<file path="src/rtl/rbap_pkg.sv">
// shared types and constants for the bulk string array parser
package rbap_pkg;

  typedef enum logic [3:0] {
    PH_STAR,
    PH_CNT,
    PH_CNT_SKIP,
    PH_DOLLAR,
    PH_LEN,
    PH_LEN_SKIP,
    PH_PAYLOAD,
    PH_TRAIL1,
    PH_TRAIL2,
    PH_DONE
  } phase_t;

  typedef enum logic [1:0] {
    ST_OK,
    ST_NO_STAR,
    ST_NO_DOLLAR,
    ST_TRUNC
  } status_t;

  localparam logic [7:0] CHAR_NUL    = 8'h00;
  localparam logic [7:0] CHAR_STAR   = 8'h2A;
  localparam logic [7:0] CHAR_DOLLAR = 8'h24;
  localparam logic [7:0] CHAR_ZERO   = 8'h30;
  localparam logic [7:0] CHAR_NINE   = 8'h39;

  typedef struct packed {
    logic [7:0]  token_byte;
    logic        byte_valid;
    logic        token_done;
    logic        empty_token;
    logic [15:0] token_index;
    logic        message_done;
    logic [15:0] token_total;
    status_t     parse_status;
  } res_t;

endpackage

</file>
<file path="src/rtl/rbap_step.sv">
// next parser state and result for one message byte
module rbap_step #(
  parameter int COUNT_BITS  = 16,
  parameter int LENGTH_BITS = 16
) (
  input  logic [7:0]             in_byte,
  input  logic                   last_byte,
  input  rbap_pkg::phase_t       phase,
  input  logic [COUNT_BITS-1:0]  count_target,
  input  logic [COUNT_BITS-1:0]  tokens_seen,
  input  logic [LENGTH_BITS-1:0] length_left,
  input  rbap_pkg::status_t      stop_status,
  output rbap_pkg::phase_t       phase_next,
  output logic [COUNT_BITS-1:0]  count_target_next,
  output logic [COUNT_BITS-1:0]  tokens_seen_next,
  output logic [LENGTH_BITS-1:0] length_left_next,
  output rbap_pkg::status_t      stop_status_next,
  output rbap_pkg::res_t         res
);
  import rbap_pkg::*;

  phase_t                 ph;
  logic [COUNT_BITS-1:0]  cnt;
  logic [COUNT_BITS-1:0]  seen;
  logic [COUNT_BITS-1:0]  seen_inc;
  logic [LENGTH_BITS-1:0] len;
  status_t                st;
  logic                   dig;
  logic                   eod;
  logic [31:0]            seen_wide;
  logic [31:0]            total_wide;

  function automatic logic [COUNT_BITS-1:0] sat_cnt(input logic [COUNT_BITS-1:0] a,
                                                    input logic [3:0] d);
    logic [COUNT_BITS+3:0] v;
    v = (COUNT_BITS+4)'({a, 3'b000}) + (COUNT_BITS+4)'({a, 1'b0})
        + (COUNT_BITS+4)'(d);
    return (|v[COUNT_BITS+3:COUNT_BITS]) ? '1 : v[COUNT_BITS-1:0];
  endfunction

  function automatic logic [LENGTH_BITS-1:0] sat_len(input logic [LENGTH_BITS-1:0] a,
                                                     input logic [3:0] d);
    logic [LENGTH_BITS+3:0] v;
    v = (LENGTH_BITS+4)'({a, 3'b000}) + (LENGTH_BITS+4)'({a, 1'b0})
        + (LENGTH_BITS+4)'(d);
    return (|v[LENGTH_BITS+3:LENGTH_BITS]) ? '1 : v[LENGTH_BITS-1:0];
  endfunction

  assign dig       = (in_byte >= CHAR_ZERO) && (in_byte <= CHAR_NINE);
  assign seen_wide = 32'(tokens_seen);
  assign seen_inc  = tokens_seen + 1'b1;

  always_comb begin
    ph   = phase;
    cnt  = count_target;
    seen = tokens_seen;
    len  = length_left;
    st   = stop_status;
    res  = '0;
    eod  = 1'b0;
    total_wide = '0;

    if (phase != PH_DONE && in_byte != CHAR_NUL) begin
      case (phase)
        PH_STAR: begin
          if (in_byte == CHAR_STAR) begin
            ph = PH_CNT;
          end else begin
            st = ST_NO_STAR;
            ph = PH_DONE;
          end
        end
        PH_CNT: begin
          if (dig) begin
            cnt = sat_cnt(count_target, in_byte[3:0]);
          end else if (count_target == '0) begin
            st = ST_OK;
            ph = PH_DONE;
          end else begin
            ph = PH_CNT_SKIP;
          end
        end
        PH_CNT_SKIP, PH_TRAIL2: begin
          ph = PH_DOLLAR;
        end
        PH_TRAIL1: begin
          ph = PH_TRAIL2;
        end
        PH_DOLLAR: begin
          if (in_byte == CHAR_DOLLAR) begin
            len = '0;
            ph  = PH_LEN;
          end else begin
            st = ST_NO_DOLLAR;
            ph = PH_DONE;
          end
        end
        PH_LEN: begin
          if (dig) begin
            len = sat_len(length_left, in_byte[3:0]);
          end else begin
            ph = PH_LEN_SKIP;
          end
        end
        PH_LEN_SKIP: begin
          if (length_left == '0) begin
            res.token_done  = 1'b1;
            res.empty_token = 1'b1;
            res.token_index = seen_wide[15:0];
            seen = seen_inc;
            if (seen_inc >= count_target) begin
              ph = PH_DONE;
              st = ST_OK;
            end else begin
              ph = PH_TRAIL1;
            end
          end else begin
            ph = PH_PAYLOAD;
          end
        end
        PH_PAYLOAD: begin
          res.token_byte  = in_byte;
          res.byte_valid  = 1'b1;
          res.token_index = seen_wide[15:0];
          if (length_left != '0) begin
            len = length_left - 1'b1;
          end
          if (len == '0) begin
            res.token_done = 1'b1;
            seen = seen_inc;
            if (seen_inc >= count_target) begin
              ph = PH_DONE;
              st = ST_OK;
            end else begin
              ph = PH_TRAIL1;
            end
          end
        end
        default: begin
          ph = PH_DONE;
        end
      endcase
    end

    eod = (ph != PH_DONE) && (in_byte == CHAR_NUL || last_byte);

    // end of data: a finished zero length still closes an empty token
    if (eod) begin
      if (ph == PH_STAR) begin
        st = ST_NO_STAR;
      end else if ((ph == PH_LEN || ph == PH_LEN_SKIP) && len == '0) begin
        res.token_done  = 1'b1;
        res.empty_token = 1'b1;
        res.token_index = seen_wide[15:0];
        seen = seen_inc;
        if (seen_inc >= cnt) begin
          st = ST_OK;
        end else begin
          st = ST_TRUNC;
        end
      end else begin
        st = ST_TRUNC;
      end
      ph = PH_DONE;
    end

    if (last_byte) begin
      total_wide         = 32'(seen);
      res.message_done   = 1'b1;
      res.token_total    = total_wide[15:0];
      res.parse_status   = st;
      ph   = PH_STAR;
      cnt  = '0;
      seen = '0;
      len  = '0;
      st   = ST_OK;
    end
  end

  assign phase_next        = ph;
  assign count_target_next = cnt;
  assign tokens_seen_next  = seen;
  assign length_left_next  = len;
  assign stop_status_next  = st;

endmodule

</file>
<file path="src/rtl/resp_bulk_array_parser.sv">
// top level of the bulk string array parser: input register, parse state and result register
// Parses a byte stream holding an array of length-prefixed bulk strings ('*' count, then
// '$' length tokens) at one byte per clock. Each byte passes an input register, then the
// parse logic updates the state and loads the result register in the same cycle, so a
// result passes the input register, then the result register; a new byte can be taken
// every cycle while the output side keeps up. Every input byte gives exactly one result;
// m_tlast marks the result of the final byte, which carries the status and token total.
module resp_bulk_array_parser #(
  parameter int COUNT_BITS  = 16,
  parameter int LENGTH_BITS = 16
) (
  input  logic        clk,
  input  logic        rst,
  input  logic        s_tvalid,
  output logic        s_tready,
  input  logic [7:0]  s_tdata,   // in_byte
  input  logic        s_tlast,   // last_byte
  output logic        m_tvalid,
  input  logic        m_tready,
  output logic [47:0] m_tdata,   // token_byte, token_index, token_total, parse_status
  output logic [2:0]  m_tuser,   // byte_valid, token_done, empty_token
  output logic        m_tlast    // message_done
);
  import rbap_pkg::*;

  logic                   in_valid;
  logic [7:0]             in_byte;
  logic                   in_last;
  logic                   adv;

  phase_t                 phase;
  phase_t                 phase_next;
  logic [COUNT_BITS-1:0]  count_target;
  logic [COUNT_BITS-1:0]  count_target_next;
  logic [COUNT_BITS-1:0]  tokens_seen;
  logic [COUNT_BITS-1:0]  tokens_seen_next;
  logic [LENGTH_BITS-1:0] length_left;
  logic [LENGTH_BITS-1:0] length_left_next;
  status_t                stop_status;
  status_t                stop_status_next;
  res_t                   res_next;
  res_t                   res;

  assign adv      = !m_tvalid || m_tready;
  assign s_tready = !in_valid || adv;

  rbap_step #(
    .COUNT_BITS  (COUNT_BITS),
    .LENGTH_BITS (LENGTH_BITS)
  ) u_step (
    .in_byte           (in_byte),
    .last_byte         (in_last),
    .phase             (phase),
    .count_target      (count_target),
    .tokens_seen       (tokens_seen),
    .length_left       (length_left),
    .stop_status       (stop_status),
    .phase_next        (phase_next),
    .count_target_next (count_target_next),
    .tokens_seen_next  (tokens_seen_next),
    .length_left_next  (length_left_next),
    .stop_status_next  (stop_status_next),
    .res               (res_next)
  );

  // input register
  always_ff @(posedge clk) begin
    if (rst) begin
      in_valid <= 1'b0;
    end else if (s_tready) begin
      in_valid <= s_tvalid;
    end
    if (s_tvalid && s_tready) begin
      in_byte <= s_tdata;
      in_last <= s_tlast;
    end
  end

  // parse state
  always_ff @(posedge clk) begin
    if (rst) begin
      phase        <= PH_STAR;
      count_target <= '0;
      tokens_seen  <= '0;
      length_left  <= '0;
      stop_status  <= ST_OK;
    end else if (in_valid && adv) begin
      phase        <= phase_next;
      count_target <= count_target_next;
      tokens_seen  <= tokens_seen_next;
      length_left  <= length_left_next;
      stop_status  <= stop_status_next;
    end
  end

  // result register
  always_ff @(posedge clk) begin
    if (rst) begin
      m_tvalid <= 1'b0;
    end else if (adv) begin
      m_tvalid <= in_valid;
    end
    if (in_valid && adv) begin
      res <= res_next;
    end
  end

  assign m_tdata = {6'b000000, res.parse_status, res.token_total, res.token_index,
                    res.token_byte};
  assign m_tuser = {res.empty_token, res.token_done, res.byte_valid};
  assign m_tlast = res.message_done;

endmodule
</file>
<file path="config.mk">
export PLATFORM = sky130hd
export DESIGN_NAME = resp_bulk_array_parser
export DESIGN_NICKNAME = d
export VERILOG_FILES = /design/src/rtl/rbap_pkg.sv /design/src/rtl/rbap_step.sv /design/src/rtl/resp_bulk_array_parser.sv
export SDC_FILE = /design/constraint.sdc
export NUM_CORES = 1
export LEC_CHECK = 0
export BUFFER_PORTS_ARGS = -buffer_cell sky130_fd_sc_hd__buf_2
export CELL_PAD_IN_SITES_DETAIL_PLACEMENT = 1
export CELL_PAD_IN_SITES_GLOBAL_PLACEMENT = 2
export CORE_MARGIN = 2
export CORE_UTILIZATION = 38
export CTS_CLUSTER_SIZE = 14
export DETAILED_ROUTE_END_ITERATION = 7
export PLACE_DENSITY = 0.81
export REMOVE_ABC_BUFFERS = 1
export SYNTH_ARGS = -nofsm -noshare
export SYNTH_HDL_FRONTEND = slang
export SYNTH_SLANG_ARGS = --single-unit
</file>
<file path="constraint.sdc">
create_clock -name clk -period 7.51 [get_ports clk]
set_input_delay 0.3755 -clock clk [delete_from_list [all_inputs] [get_ports clk]]
set_output_delay 0.3755 -clock clk [all_outputs]
set_load 0.1 [all_outputs]
</file>
**Word-level counts from Yosys, hierarchy flattened**

Index checks and enable logic that the tools add are counted.

- Logic and storage cells: 125
- Register bits after elaboration: 111
- Output and inout bits: 54
- Input bits: 13

- Eq/ne operators: 14
- Order comparisons: 4
- Reductions and logical operators: 25
- $add $sub $neg: 6
- Muxes and demuxes: 59

Operators by type and width:

| operator | number |
|---|---|
| two-way mux 16 bit | 20 |
| two-way mux 18 bit | 5 |
| logical NOT 16 bit | 4 |
| one-hot mux 16 bit (2 select lines) | 2 |
| one-hot mux 16 bit (3 select lines) | 1 |
| two-way mux 4 bit | 11 |
| adder 19 x 17 -> 20 bit | 2 |
| adder 20 x 4 -> 20 bit | 2 |
| >= comparator 16 bit | 2 |
| one-hot mux 4 bit (8 select lines) | 1 |
| two-way mux 2 bit | 13 |
| equality test 4 x 3 -> 1 bit, second input constant | 6 |
| two-way mux 19 bit | 1 |
| adder 16 x 1 -> 16 bit, second input constant | 1 |
| equality test 8 x 6 -> 1 bit, second input constant | 2 |
| nonzero test 16 bit | 1 |
| subtractor 16 x 1 -> 16 bit, second input constant | 1 |
| one-hot mux 2 bit (5 select lines) | 1 |
| equality test 4 x 2 -> 1 bit, second input constant | 2 |
| >= comparator 8 x 6 -> 1 bit, second input constant | 1 |
| less-or-equal comparator 8 x 6 -> 1 bit, second input constant | 1 |
| logical NOT 4 bit | 2 |
| logical NOT 8 bit | 1 |
| != test 4 bit, second input constant | 2 |
| 11 further kinds | 23 |

**Depth between registers and ports, before layout**

- Depth in word-level cells: 15
- Mapped depth: 27
- Gate-level depth less buffers: 26

**Hierarchy**

Synthesis repeated with hierarchy kept, for this count alone.

- Cells, all modules: 1,282
- Area, all modules: 10,518.8 um^2

By module, submodules not included:

| module | area each (um^2) | seq. area each (um^2) | instances | cells each |
|---|---|---|---|---|
| rbap_step | 6,262.3 | 0.0 | 1 | 976 |
| resp_bulk_array_parser | 4,256.6 | 2,772.7 | 1 | 306 |

**Least setup slack after synthesis**

OpenSTA, ideal clock, no wires.

- Path kind: flip-flop to flip-flop
- Start point: register tokens_seen[0]
- End point: register res, in the netlist m_tdata[14] (data pin)
- Cell stages (with the launch flop): 25
- Arrival time: 5,381 ps
- Required time: 7,255 ps
- Period minus slack after synthesis: 5,635 ps
- Buffers on the path: 5
- Slack: 1,875 ps
- Library setup time: 255 ps
- Path through: dfxtp_1 > ha_1 > nand3_1 > nor2_1 > and3_1 > clkbuf_1 > and3_1 > clkbuf_1 > and3_1 > clkbuf_1 > nand3_1 > xnor2_1 > ha_1 > a2111o_1 > or4_1 > a21oi_1 > nor2_1 > nor3_1 > nor4_4 > and4_4 > and4_1 > buf_4 > or2b_1 > buf_4 > and2_1

RTL lines:

| item | RTL line | text |
|---|---|---|
| start: declaration | resp_bulk_array_parser.sv:35 | `logic [COUNT_BITS-1:0] tokens_seen;` |
| start signal: assignment | resp_bulk_array_parser.sv:90 | `tokens_seen <= tokens_seen_next;` |
| end signal: assignment | resp_bulk_array_parser.sv:104 | `res <= res_next;` |
| end: declaration | resp_bulk_array_parser.sv:42 | `res_t res;` |

==> results.md <==
* Status: finished, violations left
* Failing checks: DRC
* Post-Synth Simple-Gate Area at 23.46%
* HPWL Detailed at 24840 um
* Number of nets in the layout at 1353
* MaxCap Viol Count at 0
* Max_slew headroom at 24.60%
* Clock Latency Late Sink at 370 ps
* Max-slew violation count at 0
* Library cells used by synthesis at 95
* Sequential fraction of the synthesis area at 27.30%
* CTS Sinks at 111
* Register bit total from synthesis at 111
* IO Port Bufs at 60
* Crit Path Max Fanout at 18
* Mapped cell area at 10150 um2
* Cts repair resizes at 0
* Vias in the first global route at 9551
* Via density at 6.143
* Top post-synthesis cells by area: edfxtp_1 (16%), ha_1 (12%), dfxtp_1 (11%), a21oi_1 (4.3%), o21ai_0 (3.9%)
* Min-Delay Path Class: input pin to flip-flop
* Num CTS Buffers at 9
* Critical path origin: tokens_seen[0]
* Startpoint types: flip-flop
* First-pass GRT wire length at 54110 um
* Worst path arrival time at 7050 ps
* Layout fillers at 3147
* R2R Path End: m_tdata[9]
* I/O pin total at 67
* Crit Path Class: flip-flop to flip-flop
* Top cells by count, synth: nor2_1 (100), ha_1 (97), a21oi_1 (88), nand2_1 (81), o21ai_0 (80)
* Worst ir drop on vdd at 0.1009 mV
* Worst Setup End Kind: flip-flop
* Largest net degree at the start of global routing at 55
* RSZ-0062 raised after global routing: no
* Placed cell area at 10620 um2
* Wl on met1 at 17090 um
* Gr ovfl total at 0
* Diode count at 0
* Chip Height at 167.5 um
* Worst r2r src: tokens_seen[0]
* Met3 WL at 1343 um
* Vias post-DR at 9700
* Fin crit period at 6816 ps
* Proportion of layout cells with a drive suffix above 1 at 10.93%
* Core outline area at 26130 um2
* Max Freq at 0.1467 GHz
* Postcts setup bufs at 0
* Final GP Congestion at 0.8836
* Number of flops mapped to enable cells by yosys at 55
* Yosys top cell area share at 16.26%
* Tot GR Track Use at 23.92%
* Final instance area at 10930 um2
* Post-synthesis compound-gate area fraction at 25.55%
* Xor-xnor portion of the synthesized cell area at 3.277%
* Final worst clock skew at 15.21 ps
* Pwr/cell area at 124.8 nW/um2
* Die W at 167.5 um
* CTS root buf: clkbuf_16
* Ys async rst share at 0%
* Top Metal Used: met4
* Main combinational cell family by area after synthesis: compound AO/OA/AOI/OAI gates
* Htree depth at 3
* Crit share post-route at 90.76%
* Worst EP required at 7740 ps
* Ys flop type: dfxtp_1
* Initial DRC Count at 791
* Leak pwr at 4.502 nW
* Met2 WL at 14930 um
* Detailed Route WL at 33700 um
* Gate Count Post-Synth at 1236
* Wire per inst at 21.34 um
* TritonCTS clock tree: built
* Initial antenna violation count at 0
* Yosys top cell by area: edfxtp_1
* Adder-cell share of the synthesized area at 12.74%
* Die area at 28050 um2
* DRC Markers at 8
* Setup TNS at 0 ps
* Area growth syn-to-layout at 7.676%
* Synthesized area per cell at 8.216 um2
* Multi-input logic area at 6771 um2
* Mux contribution to synthesized area at 1.343%
* Setup slack, reg-to-reg at 690 ps
* Reg clk slew, reported paths at 90 ps
* R2R depth at 19
* Sequential standard cell area at 2773 um2
* Worst-margin pin slew at 1129 ps
* First-pass DRT Iterations at 7
* Hold Buf Count CTS at 0
* Crit path capture: m_tdata[9]
* Count leader, synth: nor2_1
* Final setup fails at 0
* Fin. Hold Viols at 0
* Routed Antenna Nets at 0
* Clock Path Buffers at 2
* Initial core utilization at 38.86%
* Num rows at 59
* YS warnings at 0
sequential cells by signal, indices dropped and copies added, names as in the netlist:
name	cells
count_target	16
tokens_seen	16
stop_status	2
length_left	16
m_tlast	1
m_tvalid	1
phase	4
in_byte	8
m_tuser	3
in_valid	1
m_tdata	42
in_last	1
metrics by stage:
| step | worst slack, ps | cells | hold WS, ps | utilization [%] | power, mW |
|---|---|---|---|---|---|
| finish | 694.1 | 1579 | 166.6 | 41.84 | 1.364 |
| global route | 231.6 | 1579 | 158.0 | 41.84 | 1.408 |
| CTS | 760.4 | 1579 | 151.5 | 41.84 | 1.382 |
| detailed placement | 836.7 | 1563 | 498.0 | 40.65 | 0.8529 |
| global placement | 1041 | 1563 | 506.1 | 40.65 | 0.8507 |
| floorplan | 1719 | 1146 | 427.6 | - | 0.8095 |
cell families (layout without fill, tap and decap cells):
kind of cell | count (synthesis) | count (layout)
other | 1 | 6
flip-flops | 111 | 111
AND/OR/NAND/NOR | 443 | 443
adder cells (fa/ha/maj) | 101 | 101
XOR/XNOR | 38 | 38
buffers and inverters | 147 | 150
AO/OA/AOI/OAI | 382 | 382
multiplexers | 13 | 13
metal layers:
metal  track usage, %  vias to the layer above
li1                 -                     4637
met1            35.99                     4815
met2            37.29                      226
met3            2.293                       22
met4            4.612                        0
met5                0                        -
power by group:
group,switching [mW],leakage (nW),total (mW),internal (mW)
logic,0.151,3.40,0.178,0.0268
registers,0.0113,0.960,0.661,0.650
clock network,0.285,0.147,0.526,0.241
total,0.447,4.50,1.36,0.918
cell type report:
cell class	instances	share of cell area [%]
multi-input combinational	983	61.93
inverter	52	1.785
clock buffer	9	2.060
timing repair buffer	82	4.257
clock inverter	7	0.7781
sequential	111	25.36
tap	335	3.833
how the worst min path moves through the flow:
stage                     slack [ps]             end           start  depth (start not counted)
after global routing             160      in_byte[6]      s_tdata[6]                          1
after detailed placement         500  stop_status[0]  stop_status[0]                          1
after floorplan                  430  stop_status[0]  stop_status[0]                          1
final                            170      in_byte[6]      s_tdata[6]                          1
after global placement           510  stop_status[0]  stop_status[0]                          1
after CTS                        150      in_byte[6]      s_tdata[6]                          1
layout by cell type (no fill, tap or decap), drive strengths merged, types with 8 or more instances in the layout:
cell type  synthesis  final
a211oi            15     15
a21boi             8      8
a21o              25     25
a21oi             89     89
a31o               8      8
a31oi             15     15
and2              32     32
and3              17     17
buf               32     82
clkbuf            63      9
dfxtp             56     56
edfxtp            55     55
ha                97     97
inv               52     55
mux2i              8      8
nand2             81     81
nand2b            12     12
nand3             38     38
nand4             13     13
nor2             100    100
nor3              48     48
nor4              20     20
o211ai            23     23
o21a              10     10
o21ai             81     81
o221ai            11     11
o22ai             10     10
o31ai             11     11
o41ai             13     13
or2                9      9
or3               21     21
xnor2             27     27
xor2              11     11
worst max-delay path: stages, from the launching register on:
cell	delay, ps
dfxtp_1	600
ha_1	360
nand3_1	220
nor2_1	300
and3_1	350
and3_1	370
and3_1	330
nand3_1	220
xnor2_1	320
ha_1	300
a2111o_1	380
or4_1	500
a21oi_1	250
nor2_1	140
a31oi_1	210
o21a_1	160
and4_4	230
and4_1	680
or2b_1	520
and2_1	210
Power figures use the tool's default switching activity.
